[config.mk]
export PLATFORM = sky130hd
export DESIGN_NAME = syllable_tone_position_finder_core_flat
export DESIGN_NICKNAME = d
export VERILOG_FILES = /design/src/design/stpf_pkg.sv /design/src/design/stpf_in_if.sv /design/src/design/stpf_out_if.sv /design/src/design/stpf_seq.sv /design/src/design/stpf_dp.sv /design/src/design/syllable_tone_position_finder_core.sv /design/src/flat_wrapper.sv
export SDC_FILE = /design/constraint.sdc
export NUM_CORES = 1
export LEC_CHECK = 0
export BUFFER_PORTS_ARGS = -buffer_cell sky130_fd_sc_hd__buf_2
export CAP_MARGIN = 20
export CORE_UTILIZATION = 65
export CTS_CLUSTER_SIZE = 24
export DETAILED_ROUTE_END_ITERATION = 8
export PLACE_DENSITY = 0.85
export SLEW_MARGIN = 20
export SYNTH_ARGS = -nofsm -noshare
export SYNTH_HDL_FRONTEND = slang
export SYNTH_SLANG_ARGS = --single-unit
export TNS_END_PERCENT = 20
[constraint.sdc]
create_clock -name clk_i -period 5.69 [get_ports clk_i]
set_clock_uncertainty 0.2 [all_clocks]
set_input_delay 0.8535 -clock clk_i [delete_from_list [all_inputs] [get_ports clk_i]]
set_output_delay 0.8535 -clock clk_i [all_outputs]
set_load 0.05 [all_outputs]
[src/design/stpf_pkg.sv]
`default_nettype none

package stpf_pkg;

  // code points that the classifier tells apart
  localparam logic [20:0] CP_Q       = 21'h000071;
  localparam logic [20:0] CP_G       = 21'h000067;
  localparam logic [20:0] CP_A       = 21'h000061;
  localparam logic [20:0] CP_E       = 21'h000065;
  localparam logic [20:0] CP_I       = 21'h000069;
  localparam logic [20:0] CP_O       = 21'h00006F;
  localparam logic [20:0] CP_U       = 21'h000075;
  localparam logic [20:0] CP_Y       = 21'h000079;
  localparam logic [20:0] CP_O_HORN  = 21'h0001A1;
  localparam logic [20:0] CP_E_CIRC  = 21'h0000EA;
  localparam logic [20:0] CP_A_BREVE = 21'h000103;
  localparam logic [20:0] CP_A_CIRC  = 21'h0000E2;
  localparam logic [20:0] CP_O_CIRC  = 21'h0000F4;
  localparam logic [20:0] CP_U_HORN  = 21'h0001B0;

  // character class kept in the store instead of the full code point
  typedef enum logic [3:0] {
    CLS_OTHER,
    CLS_Q,
    CLS_G,
    CLS_A,
    CLS_E,
    CLS_I,
    CLS_O,
    CLS_U,
    CLS_Y,
    CLS_OHORN,
    CLS_ECIRC,
    CLS_MARK
  } cls_e;

  // datapath action selected by the control word
  typedef enum logic [2:0] {
    ACT_IDLE,
    ACT_INIT,
    ACT_SCAN_CONS,
    ACT_SCAN_VOW,
    ACT_ADJUST,
    ACT_SCAN_NUC,
    ACT_EMIT
  } act_e;

  localparam int StepW = 3;
  typedef logic [StepW-1:0] step_t;

  localparam step_t STEP_IDLE      = 3'd0;
  localparam step_t STEP_INIT      = 3'd1;
  localparam step_t STEP_SCAN_CONS = 3'd2;
  localparam step_t STEP_SCAN_VOW  = 3'd3;
  localparam step_t STEP_ADJUST    = 3'd4;
  localparam step_t STEP_SCAN_NUC  = 3'd5;
  localparam step_t STEP_EMIT      = 3'd6;

  // control word: stay while the datapath asks for more, else jump or fall through
  typedef struct packed {
    act_e  act;
    logic  loop;
    logic  jmp;
    step_t tgt;
  } ctrl_t;

  // status from the datapath back to the sequencer
  typedef struct packed {
    logic more;
  } dp_stat_t;

  function automatic cls_e classify(input logic [20:0] cp);
    cls_e c;
    case (cp)
      CP_Q:       c = CLS_Q;
      CP_G:       c = CLS_G;
      CP_A:       c = CLS_A;
      CP_E:       c = CLS_E;
      CP_I:       c = CLS_I;
      CP_O:       c = CLS_O;
      CP_U:       c = CLS_U;
      CP_Y:       c = CLS_Y;
      CP_O_HORN:  c = CLS_OHORN;
      CP_E_CIRC:  c = CLS_ECIRC;
      CP_A_BREVE: c = CLS_MARK;
      CP_A_CIRC:  c = CLS_MARK;
      CP_O_CIRC:  c = CLS_MARK;
      CP_U_HORN:  c = CLS_MARK;
      default:    c = CLS_OTHER;
    endcase
    return c;
  endfunction

  function automatic logic vowel_class(input cls_e c);
    return !(c == CLS_OTHER || c == CLS_Q || c == CLS_G);
  endfunction

  // microprogram
  function automatic ctrl_t prog_word(input step_t s);
    ctrl_t w;
    case (s)
      STEP_IDLE:      w = '{act: ACT_IDLE,      loop: 1'b1, jmp: 1'b0, tgt: STEP_IDLE};
      STEP_INIT:      w = '{act: ACT_INIT,      loop: 1'b0, jmp: 1'b0, tgt: STEP_IDLE};
      STEP_SCAN_CONS: w = '{act: ACT_SCAN_CONS, loop: 1'b1, jmp: 1'b0, tgt: STEP_IDLE};
      STEP_SCAN_VOW:  w = '{act: ACT_SCAN_VOW,  loop: 1'b1, jmp: 1'b0, tgt: STEP_IDLE};
      STEP_ADJUST:    w = '{act: ACT_ADJUST,    loop: 1'b0, jmp: 1'b0, tgt: STEP_IDLE};
      STEP_SCAN_NUC:  w = '{act: ACT_SCAN_NUC,  loop: 1'b1, jmp: 1'b0, tgt: STEP_IDLE};
      STEP_EMIT:      w = '{act: ACT_EMIT,      loop: 1'b1, jmp: 1'b1, tgt: STEP_IDLE};
      default:        w = '{act: ACT_IDLE,      loop: 1'b0, jmp: 1'b1, tgt: STEP_IDLE};
    endcase
    return w;
  endfunction

endpackage

`default_nettype wire

[src/design/stpf_in_if.sv]
`default_nettype none

interface stpf_in_if;
  logic        valid;
  logic        ready;
  logic [20:0] code_point;
  logic        last;

  modport source (output valid, output code_point, output last, input ready);
  modport sink (input valid, input code_point, input last, output ready);
endinterface

`default_nettype wire

[src/design/stpf_out_if.sv]
`default_nettype none

interface stpf_out_if;
  logic       valid;
  logic       ready;
  logic [2:0] tone_index;
  logic       has_nucleus;
  logic [3:0] nucleus_first;
  logic [3:0] nucleus_length;
  logic       overflow;

  modport source (output valid, output tone_index, output has_nucleus,
                  output nucleus_first, output nucleus_length, output overflow,
                  input ready);
  modport sink (input valid, input tone_index, input has_nucleus,
                input nucleus_first, input nucleus_length, input overflow,
                output ready);
endinterface

`default_nettype wire

[src/design/stpf_seq.sv]
`default_nettype none

module stpf_seq import stpf_pkg::*; (
  input  wire logic     clk_i,
  input  wire logic     rst_ni,
  input  wire dp_stat_t stat_i,
  output ctrl_t         ctrl_o
);

  step_t step_q, step_d;

  // control word lookup
  assign ctrl_o = prog_word(step_q);

  // next step: hold in a loop, else jump or fall through
  always_comb begin
    if (ctrl_o.loop && stat_i.more) begin
      step_d = step_q;
    end else if (ctrl_o.jmp) begin
      step_d = ctrl_o.tgt;
    end else begin
      step_d = step_q + step_t'(1);
    end
  end

  always_ff @(posedge clk_i or negedge rst_ni) begin
    if (!rst_ni) begin
      step_q <= STEP_IDLE;
    end else begin
      step_q <= step_d;
    end
  end

endmodule

`default_nettype wire

[src/design/stpf_dp.sv]
`default_nettype none

module stpf_dp import stpf_pkg::*; #(
  parameter int MAX_LEN = 8
) (
  input  wire logic   clk_i,
  input  wire logic   rst_ni,
  input  wire ctrl_t  ctrl_i,
  output dp_stat_t    stat_o,
  input  wire logic   cfg_we_i,
  input  wire logic   cfg_data_i,
  stpf_in_if.sink     in_i,
  stpf_out_if.source  out_o
);

  localparam int CW = $clog2(MAX_LEN + 1);
  localparam int IW = $clog2(MAX_LEN);
  localparam logic [CW-1:0] LenC = CW'(MAX_LEN);
  localparam logic [CW-1:0] One  = CW'(1);
  localparam logic [CW-1:0] Two  = CW'(2);
  localparam logic [CW-1:0] Three = CW'(3);

  // class store, written at the fill count, read at the scan pointer
  cls_e mem_q [MAX_LEN];

  logic          rule_q;
  logic [CW-1:0] cnt_q;
  logic          too_long_q;
  logic          out_valid_q;

  logic [CW-1:0] ptr_q, ptr_d;
  logic [CW-1:0] nf_q;
  logic [CW-1:0] ne_q;
  cls_e          rd_q;
  cls_e          prev_q, first_q, c0_q, c1_q;
  logic          fo_q, fe_q, fm_q;
  logic [CW-1:0] to_q, te_q, tm_q;

  logic [2:0]    tone_idx_q;
  logic          has_q;
  logic [3:0]    first_out_q;
  logic [3:0]    len_out_q;
  logic          ovf_q;

  logic          in_acc;
  logic          out_acc;
  logic          cons_go, vow_go, nuc_go;
  logic          adj;
  logic [CW-1:0] nf_adj;
  logic [CW-1:0] len_w;
  logic [CW-1:0] k_w;
  logic          modern_pair;
  logic [CW-1:0] tone_w;
  logic          emit_go;
  logic [CW+3:0] nf_ext, len_ext, tone_ext;

  assign in_i.ready = (ctrl_i.act == ACT_IDLE);
  assign in_acc     = in_i.valid && in_i.ready;
  assign out_acc    = out_valid_q && out_o.ready;

  // loop conditions of the scans
  assign cons_go = (ptr_q < cnt_q) && !vowel_class(rd_q);
  assign vow_go  = (ptr_q < cnt_q) && vowel_class(rd_q);
  assign nuc_go  = (ptr_q < ne_q);
  assign k_w     = ptr_q - nf_q;

  // qu always, gi only with two or more vowels after the g
  assign adj    = (prev_q == CLS_Q && first_q == CLS_U) ||
                  (prev_q == CLS_G && first_q == CLS_I && (ne_q - nf_q) >= Two);
  assign nf_adj = adj ? nf_q + One : nf_q;

  // next scan pointer
  always_comb begin
    ptr_d = ptr_q;
    case (ctrl_i.act)
      ACT_INIT: begin
        ptr_d = '0;
      end
      ACT_SCAN_CONS: begin
        if (cons_go) begin
          ptr_d = ptr_q + One;
        end
      end
      ACT_SCAN_VOW: begin
        if (vow_go) begin
          ptr_d = ptr_q + One;
        end
      end
      ACT_ADJUST: begin
        ptr_d = nf_adj;
      end
      ACT_SCAN_NUC: begin
        if (nuc_go) begin
          ptr_d = ptr_q + One;
        end
      end
      default: begin
        ptr_d = ptr_q;
      end
    endcase
  end

  // registered read port, addressed by the next scan pointer
  always_ff @(posedge clk_i) begin
    if (ptr_d < LenC) begin
      rd_q <= mem_q[ptr_d[IW-1:0]];
    end else begin
      rd_q <= CLS_OTHER;
    end
  end

  // tone placement rules in order
  assign len_w       = ne_q - nf_q;
  assign modern_pair = (c0_q == CLS_O && c1_q == CLS_A) ||
                       (c0_q == CLS_O && c1_q == CLS_E) ||
                       (c0_q == CLS_U && c1_q == CLS_Y);
  always_comb begin
    if (len_w == '0) begin
      tone_w = '0;
    end else if (fo_q) begin
      tone_w = to_q;
    end else if (fe_q) begin
      tone_w = te_q;
    end else if (fm_q) begin
      tone_w = tm_q;
    end else if (len_w == One) begin
      tone_w = nf_q;
    end else if (rule_q && len_w == Two && ne_q == cnt_q && modern_pair) begin
      tone_w = nf_q + One;
    end else if (ne_q < cnt_q) begin
      tone_w = ne_q - One;
    end else if (len_w == Three) begin
      tone_w = nf_q + One;
    end else begin
      tone_w = nf_q;
    end
  end

  assign nf_ext   = (CW+4)'(nf_q);
  assign len_ext  = (CW+4)'(len_w);
  assign tone_ext = (CW+4)'(tone_w);

  // result register free or being taken this cycle
  assign emit_go = !out_valid_q || out_o.ready;

  // status back to the sequencer
  always_comb begin
    case (ctrl_i.act)
      ACT_IDLE:      stat_o.more = !(in_acc && in_i.last);
      ACT_SCAN_CONS: stat_o.more = cons_go;
      ACT_SCAN_VOW:  stat_o.more = vow_go;
      ACT_SCAN_NUC:  stat_o.more = nuc_go;
      ACT_EMIT:      stat_o.more = !emit_go;
      default:       stat_o.more = 1'b0;
    endcase
  end

  // store write
  always_ff @(posedge clk_i) begin
    if (in_acc && cnt_q < LenC) begin
      mem_q[cnt_q[IW-1:0]] <= classify(in_i.code_point);
    end
  end

  // control state: rule, fill count, overflow flag, result valid
  always_ff @(posedge clk_i or negedge rst_ni) begin
    if (!rst_ni) begin
      rule_q      <= 1'b0;
      cnt_q       <= '0;
      too_long_q  <= 1'b0;
      out_valid_q <= 1'b0;
    end else begin
      if (cfg_we_i) begin
        rule_q <= cfg_data_i;
      end
      if (in_acc) begin
        if (cnt_q < LenC) begin
          cnt_q <= cnt_q + One;
        end else begin
          too_long_q <= 1'b1;
        end
      end
      if (ctrl_i.act == ACT_EMIT && emit_go) begin
        out_valid_q <= 1'b1;
        cnt_q       <= '0;
        too_long_q  <= 1'b0;
      end else if (out_acc) begin
        out_valid_q <= 1'b0;
      end
    end
  end

  // scan datapath
  always_ff @(posedge clk_i) begin
    ptr_q <= ptr_d;
    case (ctrl_i.act)
      ACT_INIT: begin
        prev_q <= CLS_OTHER;
        fo_q   <= 1'b0;
        fe_q   <= 1'b0;
        fm_q   <= 1'b0;
        c0_q   <= CLS_OTHER;
        c1_q   <= CLS_OTHER;
      end
      ACT_SCAN_CONS: begin
        if (cons_go) begin
          prev_q <= rd_q;
        end else begin
          nf_q    <= ptr_q;
          first_q <= (ptr_q < cnt_q) ? rd_q : CLS_OTHER;
        end
      end
      ACT_SCAN_VOW: begin
        if (!vow_go) begin
          ne_q <= ptr_q;
        end
      end
      ACT_ADJUST: begin
        nf_q <= nf_adj;
      end
      ACT_SCAN_NUC: begin
        if (nuc_go) begin
          if (rd_q == CLS_OHORN && !fo_q) begin
            fo_q <= 1'b1;
            to_q <= ptr_q;
          end
          if (rd_q == CLS_ECIRC && !fe_q) begin
            fe_q <= 1'b1;
            te_q <= ptr_q;
          end
          if (rd_q == CLS_MARK && !fm_q) begin
            fm_q <= 1'b1;
            tm_q <= ptr_q;
          end
          if (k_w == '0) begin
            c0_q <= rd_q;
          end
          if (k_w == One) begin
            c1_q <= rd_q;
          end
        end
      end
      default: begin
      end
    endcase
  end

  // result register
  always_ff @(posedge clk_i) begin
    if (ctrl_i.act == ACT_EMIT && emit_go) begin
      if (too_long_q) begin
        tone_idx_q  <= '0;
        has_q       <= 1'b0;
        first_out_q <= '0;
        len_out_q   <= '0;
        ovf_q       <= 1'b1;
      end else begin
        tone_idx_q  <= tone_ext[2:0];
        has_q       <= (len_w != '0);
        first_out_q <= nf_ext[3:0];
        len_out_q   <= len_ext[3:0];
        ovf_q       <= 1'b0;
      end
    end
  end

  assign out_o.valid          = out_valid_q;
  assign out_o.tone_index     = tone_idx_q;
  assign out_o.has_nucleus    = has_q;
  assign out_o.nucleus_first  = first_out_q;
  assign out_o.nucleus_length = len_out_q;
  assign out_o.overflow       = ovf_q;

  // fill count stays within the store
  a_cnt_range: assert property (@(posedge clk_i) disable iff (!rst_ni)
    cnt_q <= LenC)
    else $error("fill count beyond store depth");

  // nucleus scan never runs past the syllable
  a_ptr_range: assert property (@(posedge clk_i) disable iff (!rst_ni)
    (ctrl_i.act == ACT_SCAN_NUC) |-> (ptr_q <= ne_q && ne_q <= cnt_q && nf_q <= ne_q))
    else $error("nucleus scan out of range");

  // a result is loaded when the register is free or being taken, and then shows as valid
  a_emit_valid: assert property (@(posedge clk_i) disable iff (!rst_ni)
    (ctrl_i.act == ACT_EMIT && emit_go) |=> out_valid_q)
    else $error("emitted result not valid");

  // no item is taken while the syllable is being analysed
  a_no_accept_busy: assert property (@(posedge clk_i) disable iff (!rst_ni)
    (ctrl_i.act != ACT_IDLE) |-> !in_acc)
    else $error("item accepted while busy");

endmodule

`default_nettype wire

[src/design/syllable_tone_position_finder_core.sv]
// operation: each item is stored at the fill count while the store has room; after the last
//   item of a syllable the sequencer steps through init, the consonant scan, the vowel scan,
//   the qu/gi adjust, the nucleus scan and emit, which waits for a free result register
// throughput: one item per cycle while buffering; the analysis holds the input until the
//   result is loaded, set by the single read port of the store scanned one entry a step
// reset: asynchronous, active low; clears sequencer step, fill count, overflow flag, tone rule and result valid
`default_nettype none

module syllable_tone_position_finder_core import stpf_pkg::*; #(
  parameter int MAX_LEN = 8
) (
  input  wire logic  clk_i,
  input  wire logic  rst_ni,
  input  wire logic  cfg_we_i,
  input  wire logic  cfg_data_i,
  stpf_in_if.sink    in_i,
  stpf_out_if.source out_o
);

  ctrl_t    ctrl;
  dp_stat_t stat;

  // microprogram sequencer
  stpf_seq u_seq (
    .clk_i  (clk_i),
    .rst_ni (rst_ni),
    .stat_i (stat),
    .ctrl_o (ctrl)
  );

  // store, scan datapath and result register
  stpf_dp #(
    .MAX_LEN (MAX_LEN)
  ) u_dp (
    .clk_i      (clk_i),
    .rst_ni     (rst_ni),
    .ctrl_i     (ctrl),
    .stat_o     (stat),
    .cfg_we_i   (cfg_we_i),
    .cfg_data_i (cfg_data_i),
    .in_i       (in_i),
    .out_o      (out_o)
  );

endmodule

`default_nettype wire
[src/flat_wrapper.sv]
// flat-port wrapper written by rule: the top's interface ports become plain ports
module syllable_tone_position_finder_core_flat import stpf_pkg::*;
#(
  parameter int MAX_LEN = 8
)
  (clk_i, rst_ni, cfg_we_i, cfg_data_i, in_i_valid, in_i_code_point, in_i_last, in_i_ready, out_o_valid, out_o_tone_index, out_o_has_nucleus, out_o_nucleus_first, out_o_nucleus_length, out_o_overflow, out_o_ready);
  stpf_in_if in_i_i ();
  stpf_out_if out_o_i ();
  input  wire logic clk_i;
  input  wire logic rst_ni;
  input  wire logic cfg_we_i;
  input  wire logic cfg_data_i;
  input wire logic [$bits(in_i_i.valid)-1:0] in_i_valid;
  input wire logic [$bits(in_i_i.code_point)-1:0] in_i_code_point;
  input wire logic [$bits(in_i_i.last)-1:0] in_i_last;
  output wire logic [$bits(in_i_i.ready)-1:0] in_i_ready;
  output wire logic [$bits(out_o_i.valid)-1:0] out_o_valid;
  output wire logic [$bits(out_o_i.tone_index)-1:0] out_o_tone_index;
  output wire logic [$bits(out_o_i.has_nucleus)-1:0] out_o_has_nucleus;
  output wire logic [$bits(out_o_i.nucleus_first)-1:0] out_o_nucleus_first;
  output wire logic [$bits(out_o_i.nucleus_length)-1:0] out_o_nucleus_length;
  output wire logic [$bits(out_o_i.overflow)-1:0] out_o_overflow;
  input wire logic [$bits(out_o_i.ready)-1:0] out_o_ready;
  assign in_i_i.valid = in_i_valid;
  assign in_i_i.code_point = in_i_code_point;
  assign in_i_i.last = in_i_last;
  assign in_i_ready = in_i_i.ready;
  assign out_o_valid = out_o_i.valid;
  assign out_o_tone_index = out_o_i.tone_index;
  assign out_o_has_nucleus = out_o_i.has_nucleus;
  assign out_o_nucleus_first = out_o_i.nucleus_first;
  assign out_o_nucleus_length = out_o_i.nucleus_length;
  assign out_o_overflow = out_o_i.overflow;
  assign out_o_i.ready = out_o_ready;
  syllable_tone_position_finder_core #(.MAX_LEN(MAX_LEN)) u_core (.clk_i(clk_i), .rst_ni(rst_ni), .cfg_we_i(cfg_we_i), .cfg_data_i(cfg_data_i), .in_i(in_i_i), .out_o(out_o_i));
endmodule
==> flow_summary.html, run 1 <==
<table>
<tr><th>Metric</th><th>Value</th></tr>
<tr><th colspan="2">Clock tree</th></tr>
<tr><td>Clock buffers created by TritonCTS</td><td>9</td></tr>
<tr><td>Clock transition at the registers of the reported paths</td><td>100 ps</td></tr>
<tr><td>TritonCTS clock tree</td><td>done</td></tr>
<tr><td>Max Buffers Root-to-Sink</td><td>2</td></tr>
<tr><td>Source-to-sink clock delay at the later pin of the worst-skew pair</td><td>370 ps</td></tr>
<tr><td>Cts repair resizes</td><td>0</td></tr>
<tr><td>Cell at the root of the clock tree</td><td>sky130_fd_sc_hd__clkbuf_8</td></tr>
<tr><td>H-tree Lvls</td><td>3</td></tr>
<tr><td>Number of hold-repair buffers added at the cts stage</td><td>0</td></tr>
<tr><td>Setup Fix Bufs, Post-CTS</td><td>0</td></tr>
<tr><td>TritonCTS sink count</td><td>between 90 and 100</td></tr>
<tr><th colspan="2">Synth</th></tr>
<tr><td>Number of synthesized register bits</td><td>~100</td></tr>
<tr><td>Post-Synthesis Mean Instance Area</td><td>11.1 um2</td></tr>
<tr><td>Count of distinct cell types in the synthesized netlist</td><td>72</td></tr>
<tr><td>Proportion of synthesized chip area in sequential cells</td><td>0.525</td></tr>
<tr><td>Mapped Area</td><td>0.00541 mm2</td></tr>
<tr><td>Largest area contributor in the synthesized netlist</td><td>sky130_fd_sc_hd__edfxtp_1</td></tr>
<tr><td>Area share of the largest cell type after synthesis</td><td>0.449</td></tr>
<tr><td>Most common library cells after synthesis</td><td>81 x sky130_fd_sc_hd__edfxtp_1, 39 x sky130_fd_sc_hd__nand2_1, 38 x sky130_fd_sc_hd__nor2_1</td></tr>
<tr><td>Yosys warning count</td><td>0</td></tr>
<tr><td>Leading cell type by number of instances after synthesis</td><td>sky130_fd_sc_hd__edfxtp_1</td></tr>
<tr><td>Leading cell types by total area after synthesis</td><td>sky130_fd_sc_hd__edfxtp_1 45%, sky130_fd_sc_hd__ha_1 5.3%, sky130_fd_sc_hd__dfrtp_1 4.6%</td></tr>
<tr><td>Synth Net Count</td><td>539</td></tr>
<tr><td>Number of enable flip-flop cells after synthesis</td><td>81</td></tr>
<tr><td>Share of flip-flops with an asynchronous set or reset after synthesis</td><td>0.101</td></tr>
<tr><td>Synthesized instance count</td><td>486</td></tr>
<tr><td>Ys flop type</td><td>sky130_fd_sc_hd__edfxtp_1</td></tr>
<tr><th colspan="2">Route</th></tr>
<tr><td>Routed wire per std cell</td><td>18.9 um</td></tr>
<tr><td>Detailed Routing Iterations Pass 1</td><td>5</td></tr>
<tr><td>Count of nets left with antenna violations after detail routing</td><td>0</td></tr>
<tr><td>Vias per cell</td><td>6.41</td></tr>
<tr><td>Number of design-rule violations left by the first detailed-router iteration</td><td>~340</td></tr>
<tr><td>Residual DRC</td><td>0</td></tr>
<tr><td>Drt total wl</td><td>12000 um</td></tr>
<tr><td>Via count</td><td>4057</td></tr>
<tr><th colspan="2">STA</th></tr>
<tr><td>Relative slew margins</td><td>0.454</td></tr>
<tr><td>Setup repair after global routing missed its margin</td><td>false</td></tr>
<tr><td>Max Clock Freq</td><td>0.250 GHz</td></tr>
<tr><td>Final cycle utilization of the critical path</td><td>0.704</td></tr>
<tr><td>Max-slew violation total from the final report</td><td>0</td></tr>
<tr><td>Count of final setup violators</td><td>0</td></tr>
<tr><td>Minimum clock period</td><td>4010 ps</td></tr>
<tr><td>Final Hold Violating Endpoints</td><td>0</td></tr>
<tr><td>Transition time at the pin with the least slew margin</td><td>around 810 ps</td></tr>
<tr><td>Aggregate negative setup slack</td><td>0 ps</td></tr>
<tr><th colspan="2">Global routing</th></tr>
<tr><td>Met1 Resource Use GR</td><td>0.418</td></tr>
<tr><td>Vias in the first global route</td><td>3982</td></tr>
<tr><td>Remaining global-route overflow</td><td>0</td></tr>
<tr><td>Global-route wire length before repair</td><td>just under 20000 um</td></tr>
<tr><td>Initial antenna violation count</td><td>0</td></tr>
<tr><td>Met3 track demand over resource in global routing</td><td>0.0472</td></tr>
<tr><td>Global routing's busiest layer</td><td>met2</td></tr>
<tr><td>Total track usage</td><td>0.302</td></tr>
<tr><td>Pin count of the biggest net entering global routing</td><td>22</td></tr>
<tr><td>Met2 Track Usage GR</td><td>0.485</td></tr>
<tr><th colspan="2">Floorplanning</th></tr>
<tr><td>Horizontal extent of the die</td><td>between 90 and 100 um</td></tr>
<tr><td>Die Height</td><td>93.3 um</td></tr>
<tr><td>Initial Utilization</td><td>0.686</td></tr>
<tr><td>Std-Cell Rows</td><td>32</td></tr>
<tr><td>Placeable Area</td><td>0.00789 mm2</td></tr>
<tr><td>DIE AREA</td><td>0.00870 mm2</td></tr>
<tr><td>Top-Level Pins</td><td>43</td></tr>
<tr><th colspan="2">Pwr</th></tr>
<tr><td>Overall Power</td><td>0.00308 W</td></tr>
<tr><td>Pleak</td><td>approximately 2.2 nW</td></tr>
<tr><td>Peak ir drop on the vdd network</td><td>374 uV</td></tr>
<tr><td>Power per cell area</td><td>approximately 530 mW/mm2</td></tr>
<tr><th colspan="2">Final layout</th></tr>
<tr><td>Final net count</td><td>579</td></tr>
<tr><td>Antenna fix cells</td><td>0</td></tr>
<tr><td>P&amp;R area growth vs syn</td><td>8.00%</td></tr>
<tr><td>Share of cells above drive strength 1</td><td>0.160</td></tr>
<tr><td>Fill cell total of the finished layout</td><td>approximately 520</td></tr>
<tr><th colspan="2">Setup path</th></tr>
<tr><td>Setup CP Type</td><td>flop to flop</td></tr>
<tr><td>Setup crit end kind</td><td>flop</td></tr>
<tr><td>Worst Reg2Reg Path Length in Cells</td><td>12</td></tr>
<tr><td>Worst endpoint data arrival time</td><td>4050 ps</td></tr>
<tr><td>Required time of the worst setup path</td><td>between 5000 and 6000 ps</td></tr>
<tr><td>Biggest fanout along the worst timing path</td><td>10</td></tr>
<tr><td>Crit path launch type</td><td>flop</td></tr>
<tr><th colspan="2">Status</th></tr>
<tr><td>Status</td><td>complete, no violations</td></tr>
<tr><th colspan="2">Place</th></tr>
<tr><td>Post-detail-place hpwl</td><td>8970 um</td></tr>
<tr><td>Buffers on Ports</td><td>42</td></tr>
<tr><td>RD Place Congestion</td><td>0.892</td></tr>
<tr><th colspan="2">Run</th></tr>
<tr><td>Maximum Capacitance Violations</td><td>0</td></tr>
<tr><th colspan="2">Worst hold path</th></tr>
<tr><td>Kind of path behind the tightest hold check</td><td>primary input to async pin</td></tr>
</table>
[per-stage QoR]
stage          cells  setup WS [ps]  hold slack, ps  instance area [um2]  utilization
2_1_floorplan    486           2150             223                 5410            -
3_3_place_gp     617           1990             308                 5670        0.719
3_5_place_dp     617           1810             317                 5670        0.719
4_1_cts          633           1760             142                 5840        0.741
5_1_grt          633           1530             151                 5850        0.741
6_report         633           1680             132                 5850        0.741
[cells in the final DEF, fill, tap and decap left out, types with 10 or more instances in the layout]
master and n:
sky130_fd_sc_hd__edfxtp_1 81, sky130_fd_sc_hd__buf_2 42, sky130_fd_sc_hd__nand2_1 39, sky130_fd_sc_hd__nor2_1 38, sky130_fd_sc_hd__a21oi_1 24, sky130_fd_sc_hd__inv_1 24, sky130_fd_sc_hd__ha_1 23, sky130_fd_sc_hd__a21boi_0 19
sky130_fd_sc_hd__o21ai_0 18, sky130_fd_sc_hd__a211oi_1 17, sky130_fd_sc_hd__and2_1 15, sky130_fd_sc_hd__nand3_1 14, sky130_fd_sc_hd__and3_1 10, sky130_fd_sc_hd__nor2b_1 10, sky130_fd_sc_hd__nand2b_1 10, sky130_fd_sc_hd__dfrtp_1 10
[metal layers]
layer,share of wire,vias up
met3,0.077,22
met5,0,-
li1,-,1895
met1,0.43,1938
met2,0.47,202
met4,0.019,0
[state kept, by name, summed over array words and instances (netlist names), 4 cells and up]
| register | count |
|---|---|
| u_core.u_dp.mem_q | 32 |
| u_core.u_dp.c0_q | 4 |
| u_core.u_dp.c1_q | 4 |
| u_core.u_dp.cnt_q | 4 |
| u_core.u_dp.first_q | 4 |
| u_core.u_dp.ne_q | 4 |
| u_core.u_dp.nf_q | 4 |
| u_core.u_dp.out_o.nucleus_first | 4 |
| u_core.u_dp.out_o.nucleus_length | 4 |
| u_core.u_dp.prev_q | 4 |
| u_core.u_dp.ptr_q | 4 |
| u_core.u_dp.rd_q | 4 |
[area by class of cell]
| cell class | count | area, um2 | area share |
|---|---|---|---|
| Sequential cell | 99 | 2840 | 0.486 |
| Clock inverter | 5 | 37.5 | 0.00642 |
| Multi-Input combinational cell | 345 | 2370 | 0.406 |
| Clock buffer | 11 | 131 | 0.0225 |
| Inverter | 28 | 118 | 0.0201 |
| Timing Repair Buffer | 43 | 218 | 0.0372 |
| Tap cell | 102 | 128 | 0.0218 |
[cell families (layout without fill, tap and decap cells)]
family                   after synthesis  in the layout  share of synthesized area
AND/OR/NAND/NOR                      182            182                      0.185
AO/OA/AOI/OAI                        118            118                      0.155
flip-flops                            99             99                      0.525
buffers and inverters                 42             87                     0.0377
adder cells (fa/ha/maj)               25             25                     0.0606
XOR/XNOR                              13             13                     0.0210
multiplexers                           7              7                     0.0150
[critical path: stages, from the launching register on]
cell and delay [ps]:
sky130_fd_sc_hd__edfxtp_1 610, sky130_fd_sc_hd__ha_1 240, sky130_fd_sc_hd__inv_1 60, sky130_fd_sc_hd__fa_1 420, sky130_fd_sc_hd__xnor2_1 240, sky130_fd_sc_hd__nand4_1 210
sky130_fd_sc_hd__a21oi_2 320, sky130_fd_sc_hd__a21oi_1 190, sky130_fd_sc_hd__mux2_2 350, sky130_fd_sc_hd__a221oi_4 470, sky130_fd_sc_hd__inv_4 120, sky130_fd_sc_hd__a211oi_1 310
sky130_fd_sc_hd__o32ai_1 150
[worst paths after layout]
check / slack [ps] / endpoint / from
min in group clk_i: 340 / u_core.u_dp.out_o.valid$_DFFE_PN0P_ / u_core.u_dp.out_o.valid$_DFFE_PN0P_
min: 130 / u_core.u_seq.step_q[2]$_DFFE_PN0N_ / rst_ni
max: 1680 / u_core.u_dp.rd_q[1]$_SDFF_PP0_ / u_core.u_dp.nf_q[0]$_DFFE_PP_
max reg2reg: 1680 / u_core.u_dp.rd_q[1]$_SDFF_PP0_ / u_core.u_dp.nf_q[0]$_DFFE_PP_
max in group asynchronous: 4960 / u_core.u_dp.cnt_q[0]$_DFFE_PN0P_ / rst_ni
min reg2reg: 340 / u_core.u_dp.out_o.valid$_DFFE_PN0P_ / u_core.u_dp.out_o.valid$_DFFE_PN0P_
[report_power, final]
part           switching [W]  internal, W  leakage [nW]
Sequential          0.000208      0.00102         0.920
Combinational       0.000894     0.000561          1.20
Clock               0.000243     0.000162        0.0820
Total                0.00134      0.00174          2.20
(Power assumes the default switching activity.)
==> run 2: changes to the inputs <==
--- a/config.mk
+++ b/config.mk
@@ -7,10 +7,10 @@
 export LEC_CHECK = 0
 export BUFFER_PORTS_ARGS = -buffer_cell sky130_fd_sc_hd__buf_2
 export CAP_MARGIN = 20
-export CORE_UTILIZATION = 65
+export CORE_UTILIZATION = 60
 export CTS_CLUSTER_SIZE = 24
 export DETAILED_ROUTE_END_ITERATION = 8
-export PLACE_DENSITY = 0.85
+export PLACE_DENSITY = 0.8
 export SLEW_MARGIN = 20
 export SYNTH_ARGS = -nofsm -noshare
 export SYNTH_HDL_FRONTEND = slang
==> constraint.sdc (replaced) <==
create_clock -name clk_i -period 3.7 [get_ports clk_i]
set_clock_uncertainty 0.2 [all_clocks]
set_input_delay 0.555 -clock clk_i [delete_from_list [all_inputs] [get_ports clk_i]]
set_output_delay 0.555 -clock clk_i [all_outputs]
set_load 0.05 [all_outputs]
==> run 2 against run 1 <==
Sequential power is 45% higher. Total power up 56%. Clock-buffer cell count shrank 1. Core utilization fell by 4.9 points. Global-route usage shrank 4.4 points. Maximum frequency is 15% higher. Hold slack better by 95 ps. Cell count grew 3.9%. Final area up 3.2%. Critical path depth rose by 1. Highest routed layer unchanged.
==> flow_summary.html, run 2 (synthesis gave the netlist of run 1 again) <==
<table>
<tr><th>Metric</th><th>Value</th></tr>
<tr><th colspan="2">Setup path</th></tr>
<tr><td>Setup crit end kind</td><td>flop</td></tr>
<tr><td>Biggest fanout along the worst timing path</td><td>6</td></tr>
<tr><td>Setup CP Type</td><td>flop to flop</td></tr>
<tr><td>Worst endpoint data arrival time</td><td>3550 ps</td></tr>
<tr><td>Worst Reg2Reg Path Length in Cells</td><td>13</td></tr>
<tr><td>Terminus of the critical flop-to-flop path</td><td>u_core.u_dp.rd_q[3]$_SDFF_PP0_</td></tr>
<tr><td>R2R Setup Slk</td><td>230 ps</td></tr>
<tr><td>R2r startpoint</td><td>u_core.u_dp.ne_q[0]$_DFFE_PP_</td></tr>
<tr><td>Beginning of the critical path</td><td>u_core.u_dp.ne_q[0]$_DFFE_PP_</td></tr>
<tr><td>Crit path launch type</td><td>flop</td></tr>
<tr><td>Required time of the worst setup path</td><td>3780 ps</td></tr>
<tr><th colspan="2">Global routing</th></tr>
<tr><td>Vias in the first global route</td><td>a little under 4000</td></tr>
<tr><td>Remaining global-route overflow</td><td>0</td></tr>
<tr><td>Total track usage</td><td>0.258</td></tr>
<tr><td>Initial antenna violation count</td><td>0</td></tr>
<tr><td>Pin count of the biggest net entering global routing</td><td>22</td></tr>
<tr><td>Global-route wire length before repair</td><td>approximately 19000 um</td></tr>
<tr><th colspan="2">Pwr</th></tr>
<tr><td>Internal portion of total power</td><td>0.00277 W</td></tr>
<tr><td>Combinational Power Share</td><td>0.505</td></tr>
<tr><td>Pleak</td><td>2.31 nW</td></tr>
<tr><td>Clock Power Share</td><td>0.128</td></tr>
<tr><td>Seq pwr share</td><td>0.367</td></tr>
<tr><td>Sw Ratio</td><td>0.425</td></tr>
<tr><td>Overall Power</td><td>0.00482 W</td></tr>
<tr><td>Net Sw Power</td><td>between 0.002 and 0.0025 W</td></tr>
<tr><td>Power per cell area</td><td>799 mW/mm2</td></tr>
<tr><td>Peak ir drop on the vdd network</td><td>~340 uV</td></tr>
<tr><th colspan="2">Final layout</th></tr>
<tr><td>P&amp;R area growth vs syn</td><td>11.5%</td></tr>
<tr><td>Final core utilization</td><td>0.692</td></tr>
<tr><td>Fill cell total of the finished layout</td><td>627</td></tr>
<tr><td>Share of cells above drive strength 1</td><td>0.193</td></tr>
<tr><td>Most common library cell in the layout ignoring fill and taps</td><td>sky130_fd_sc_hd__edfxtp_1</td></tr>
<tr><td>Max FFs per register</td><td>32</td></tr>
<tr><td>Leading cell types in the layout, fill and taps excluded</td><td>81 x sky130_fd_sc_hd__edfxtp_1, 42 x sky130_fd_sc_hd__buf_2, 39 x sky130_fd_sc_hd__nand2_1</td></tr>
<tr><td>Antenna fix cells</td><td>0</td></tr>
<tr><td>Final net count</td><td>about 600</td></tr>
<tr><th colspan="2">Floorplanning</th></tr>
<tr><td>Top-Level Pins</td><td>43</td></tr>
<tr><td>Std-Cell Rows</td><td>34</td></tr>
<tr><td>Initial Utilization</td><td>0.621</td></tr>
<tr><td>Die Height</td><td>97.0 um</td></tr>
<tr><td>Horizontal extent of the die</td><td>between 90 and 100 um</td></tr>
<tr><td>Placeable Area</td><td>0.00872 mm2</td></tr>
<tr><td>DIE AREA</td><td>0.00941 mm2</td></tr>
<tr><th colspan="2">Run</th></tr>
<tr><td>Maximum Capacitance Violations</td><td>0</td></tr>
<tr><th colspan="2">Place</th></tr>
<tr><td>Buffers on Ports</td><td>42</td></tr>
<tr><td>RD Place Congestion</td><td>0.936</td></tr>
<tr><td>Pre-CTS setup slack</td><td>123 ps</td></tr>
<tr><td>Post-detail-place hpwl</td><td>about 9000 um</td></tr>
<tr><th colspan="2">Clock tree</th></tr>
<tr><td>Cell at the root of the clock tree</td><td>sky130_fd_sc_hd__clkbuf_8</td></tr>
<tr><td>Clock transition at the registers of the reported paths</td><td>100 ps</td></tr>
<tr><td>Source-to-sink clock delay at the later pin of the worst-skew pair</td><td>approximately 370 ps</td></tr>
<tr><td>Clock buffers created by TritonCTS</td><td>9</td></tr>
<tr><td>H-tree Lvls</td><td>3</td></tr>
<tr><td>TritonCTS sink count</td><td>99</td></tr>
<tr><td>Max Buffers Root-to-Sink</td><td>2</td></tr>
<tr><td>TritonCTS clock tree</td><td>done</td></tr>
<tr><th colspan="2">Route</th></tr>
<tr><td>Residual DRC</td><td>0</td></tr>
<tr><td>Vias per cell</td><td>6.12</td></tr>
<tr><td>Via count</td><td>between 4000 and 5000</td></tr>
<tr><td>Drt total wl</td><td>11700 um</td></tr>
<tr><td>Detailed Routing Iterations Pass 1</td><td>5</td></tr>
<tr><td>Number of design-rule violations left by the first detailed-router iteration</td><td>roughly 210</td></tr>
<tr><td>Count of nets left with antenna violations after detail routing</td><td>0</td></tr>
<tr><td>Routed wire per std cell</td><td>around 18 um</td></tr>
<tr><th colspan="2">Worst hold path</th></tr>
<tr><td>Cells on Worst Hold Path</td><td>2</td></tr>
<tr><td>Startpoint of the worst hold path</td><td>cfg_data_i</td></tr>
<tr><td>Hold Crit Endpoint</td><td>u_core.u_dp.rule_q$_DFFE_PN0P_</td></tr>
<tr><td>Kind of path behind the tightest hold check</td><td>primary input to flop</td></tr>
<tr><th colspan="2">STA</th></tr>
<tr><td>Final Hold Violating Endpoints</td><td>0</td></tr>
<tr><td>Aggregate negative setup slack</td><td>0 ps</td></tr>
<tr><td>Worst setup margin</td><td>227 ps</td></tr>
<tr><td>Max Clock Freq</td><td>0.288 GHz</td></tr>
<tr><td>Minimum clock period</td><td>3470 ps</td></tr>
<tr><td>Final cycle utilization of the critical path</td><td>0.939</td></tr>
<tr><td>Max-slew violation total from the final report</td><td>0</td></tr>
<tr><td>Count of final setup violators</td><td>0</td></tr>
<tr><td>Worst-case hold slack</td><td>227 ps</td></tr>
<tr><td>Relative slew margins</td><td>0.556</td></tr>
<tr><td>Transition time at the pin with the least slew margin</td><td>between 600 and 700 ps</td></tr>
<tr><td>Setup repair after global routing missed its margin</td><td>false</td></tr>
<tr><th colspan="2">Status</th></tr>
<tr><td>Status</td><td>complete, no violations</td></tr>
</table>
## run 2: cell types whose count changed in the layout (fill, tap and decap cells not counted), sizes merged
cell	delta
buf	+18
dlygate4sd3	+1
clkbuf	-1
inv	-1
clkinvlp	+2
## run 2: critical path: stages (launching register included)
cell,delay (ps)
sky130_fd_sc_hd__edfxtp_1,440
sky130_fd_sc_hd__inv_1,120
sky130_fd_sc_hd__ha_1,170
sky130_fd_sc_hd__inv_1,60
sky130_fd_sc_hd__fa_2,380
sky130_fd_sc_hd__xnor2_2,210
sky130_fd_sc_hd__nand4_1,190
sky130_fd_sc_hd__a21oi_2,250
sky130_fd_sc_hd__buf_4,170
sky130_fd_sc_hd__a211oi_1,90
sky130_fd_sc_hd__xor2_1,210
sky130_fd_sc_hd__a221oi_4,430
sky130_fd_sc_hd__nand2b_2,140
sky130_fd_sc_hd__o32ai_1,320
## run 2: through the flow
| step | instances | cell area (um2) |
|---|---|---|
| global route | 658 | 6030 |
| floorplan | 486 | 5410 |
| CTS | 655 | 5970 |
| global placement | 638 | 5790 |
| detailed placement | 638 | 5790 |
| finish | 658 | 6030 |
## run 2: metal layers
| metal | track usage | vias to the layer above | wire, um |
|---|---|---|---|
| li1 | - | 1926 | - |
| met1 | 0.303 | 1911 | 4570 |
| met2 | 0.459 | 146 | 6070 |
| met3 | 0.0354 | 43 | 591 |
| met4 | 0.131 | 0 | 438 |
| met5 | 0 | - | 0 |
## run 2: worst max-delay path by stage
stage                                     endpoint  slack [ps]  depth (start not counted)
floorplan           u_core.u_dp.rd_q[3]$_SDFF_PP0_         160                         14
global placement    u_core.u_dp.rd_q[1]$_SDFF_PP0_         340                         13
detailed placement  u_core.u_dp.rd_q[3]$_SDFF_PP0_         120                         13
CTS                 u_core.u_dp.rd_q[3]$_SDFF_PP0_         110                         13
global route        u_core.u_dp.rd_q[3]$_SDFF_PP0_          50                         13
finish              u_core.u_dp.rd_q[3]$_SDFF_PP0_         230                         13
## run 2: power by group through the flow
stage	registers (W)	logic (W)	clock network, W
5_1_grt	0.00180	0.00268	0.000661
3_3_place_gp	0.00178	0.00223	0
2_1_floorplan	0.00184	0.00173	0
3_5_place_dp	0.00179	0.00232	0
4_1_cts	0.00177	0.00233	0.000621
6_report	0.00177	0.00243	0.000617
## run 2: final cells by class
type,instances,area [um2],share of cell area
sequential,99,2840,0.471
multi-input combinational,345,2400,0.397
timing repair buffer,62,375,0.0622
tap,108,135,0.0224
clock buffer,10,128,0.0211
inverter,28,118,0.0195
clock inverter,6,40.0,0.00663
## run 2: what timing repair did
action / in CTS / in global routing
buffers inserted: 0 / 3
hold buffers: 1 / 0
hold endpoints to repair: 10 / 0
resized for setup: 0 / 6
setup endpoints to repair: 0 / 4
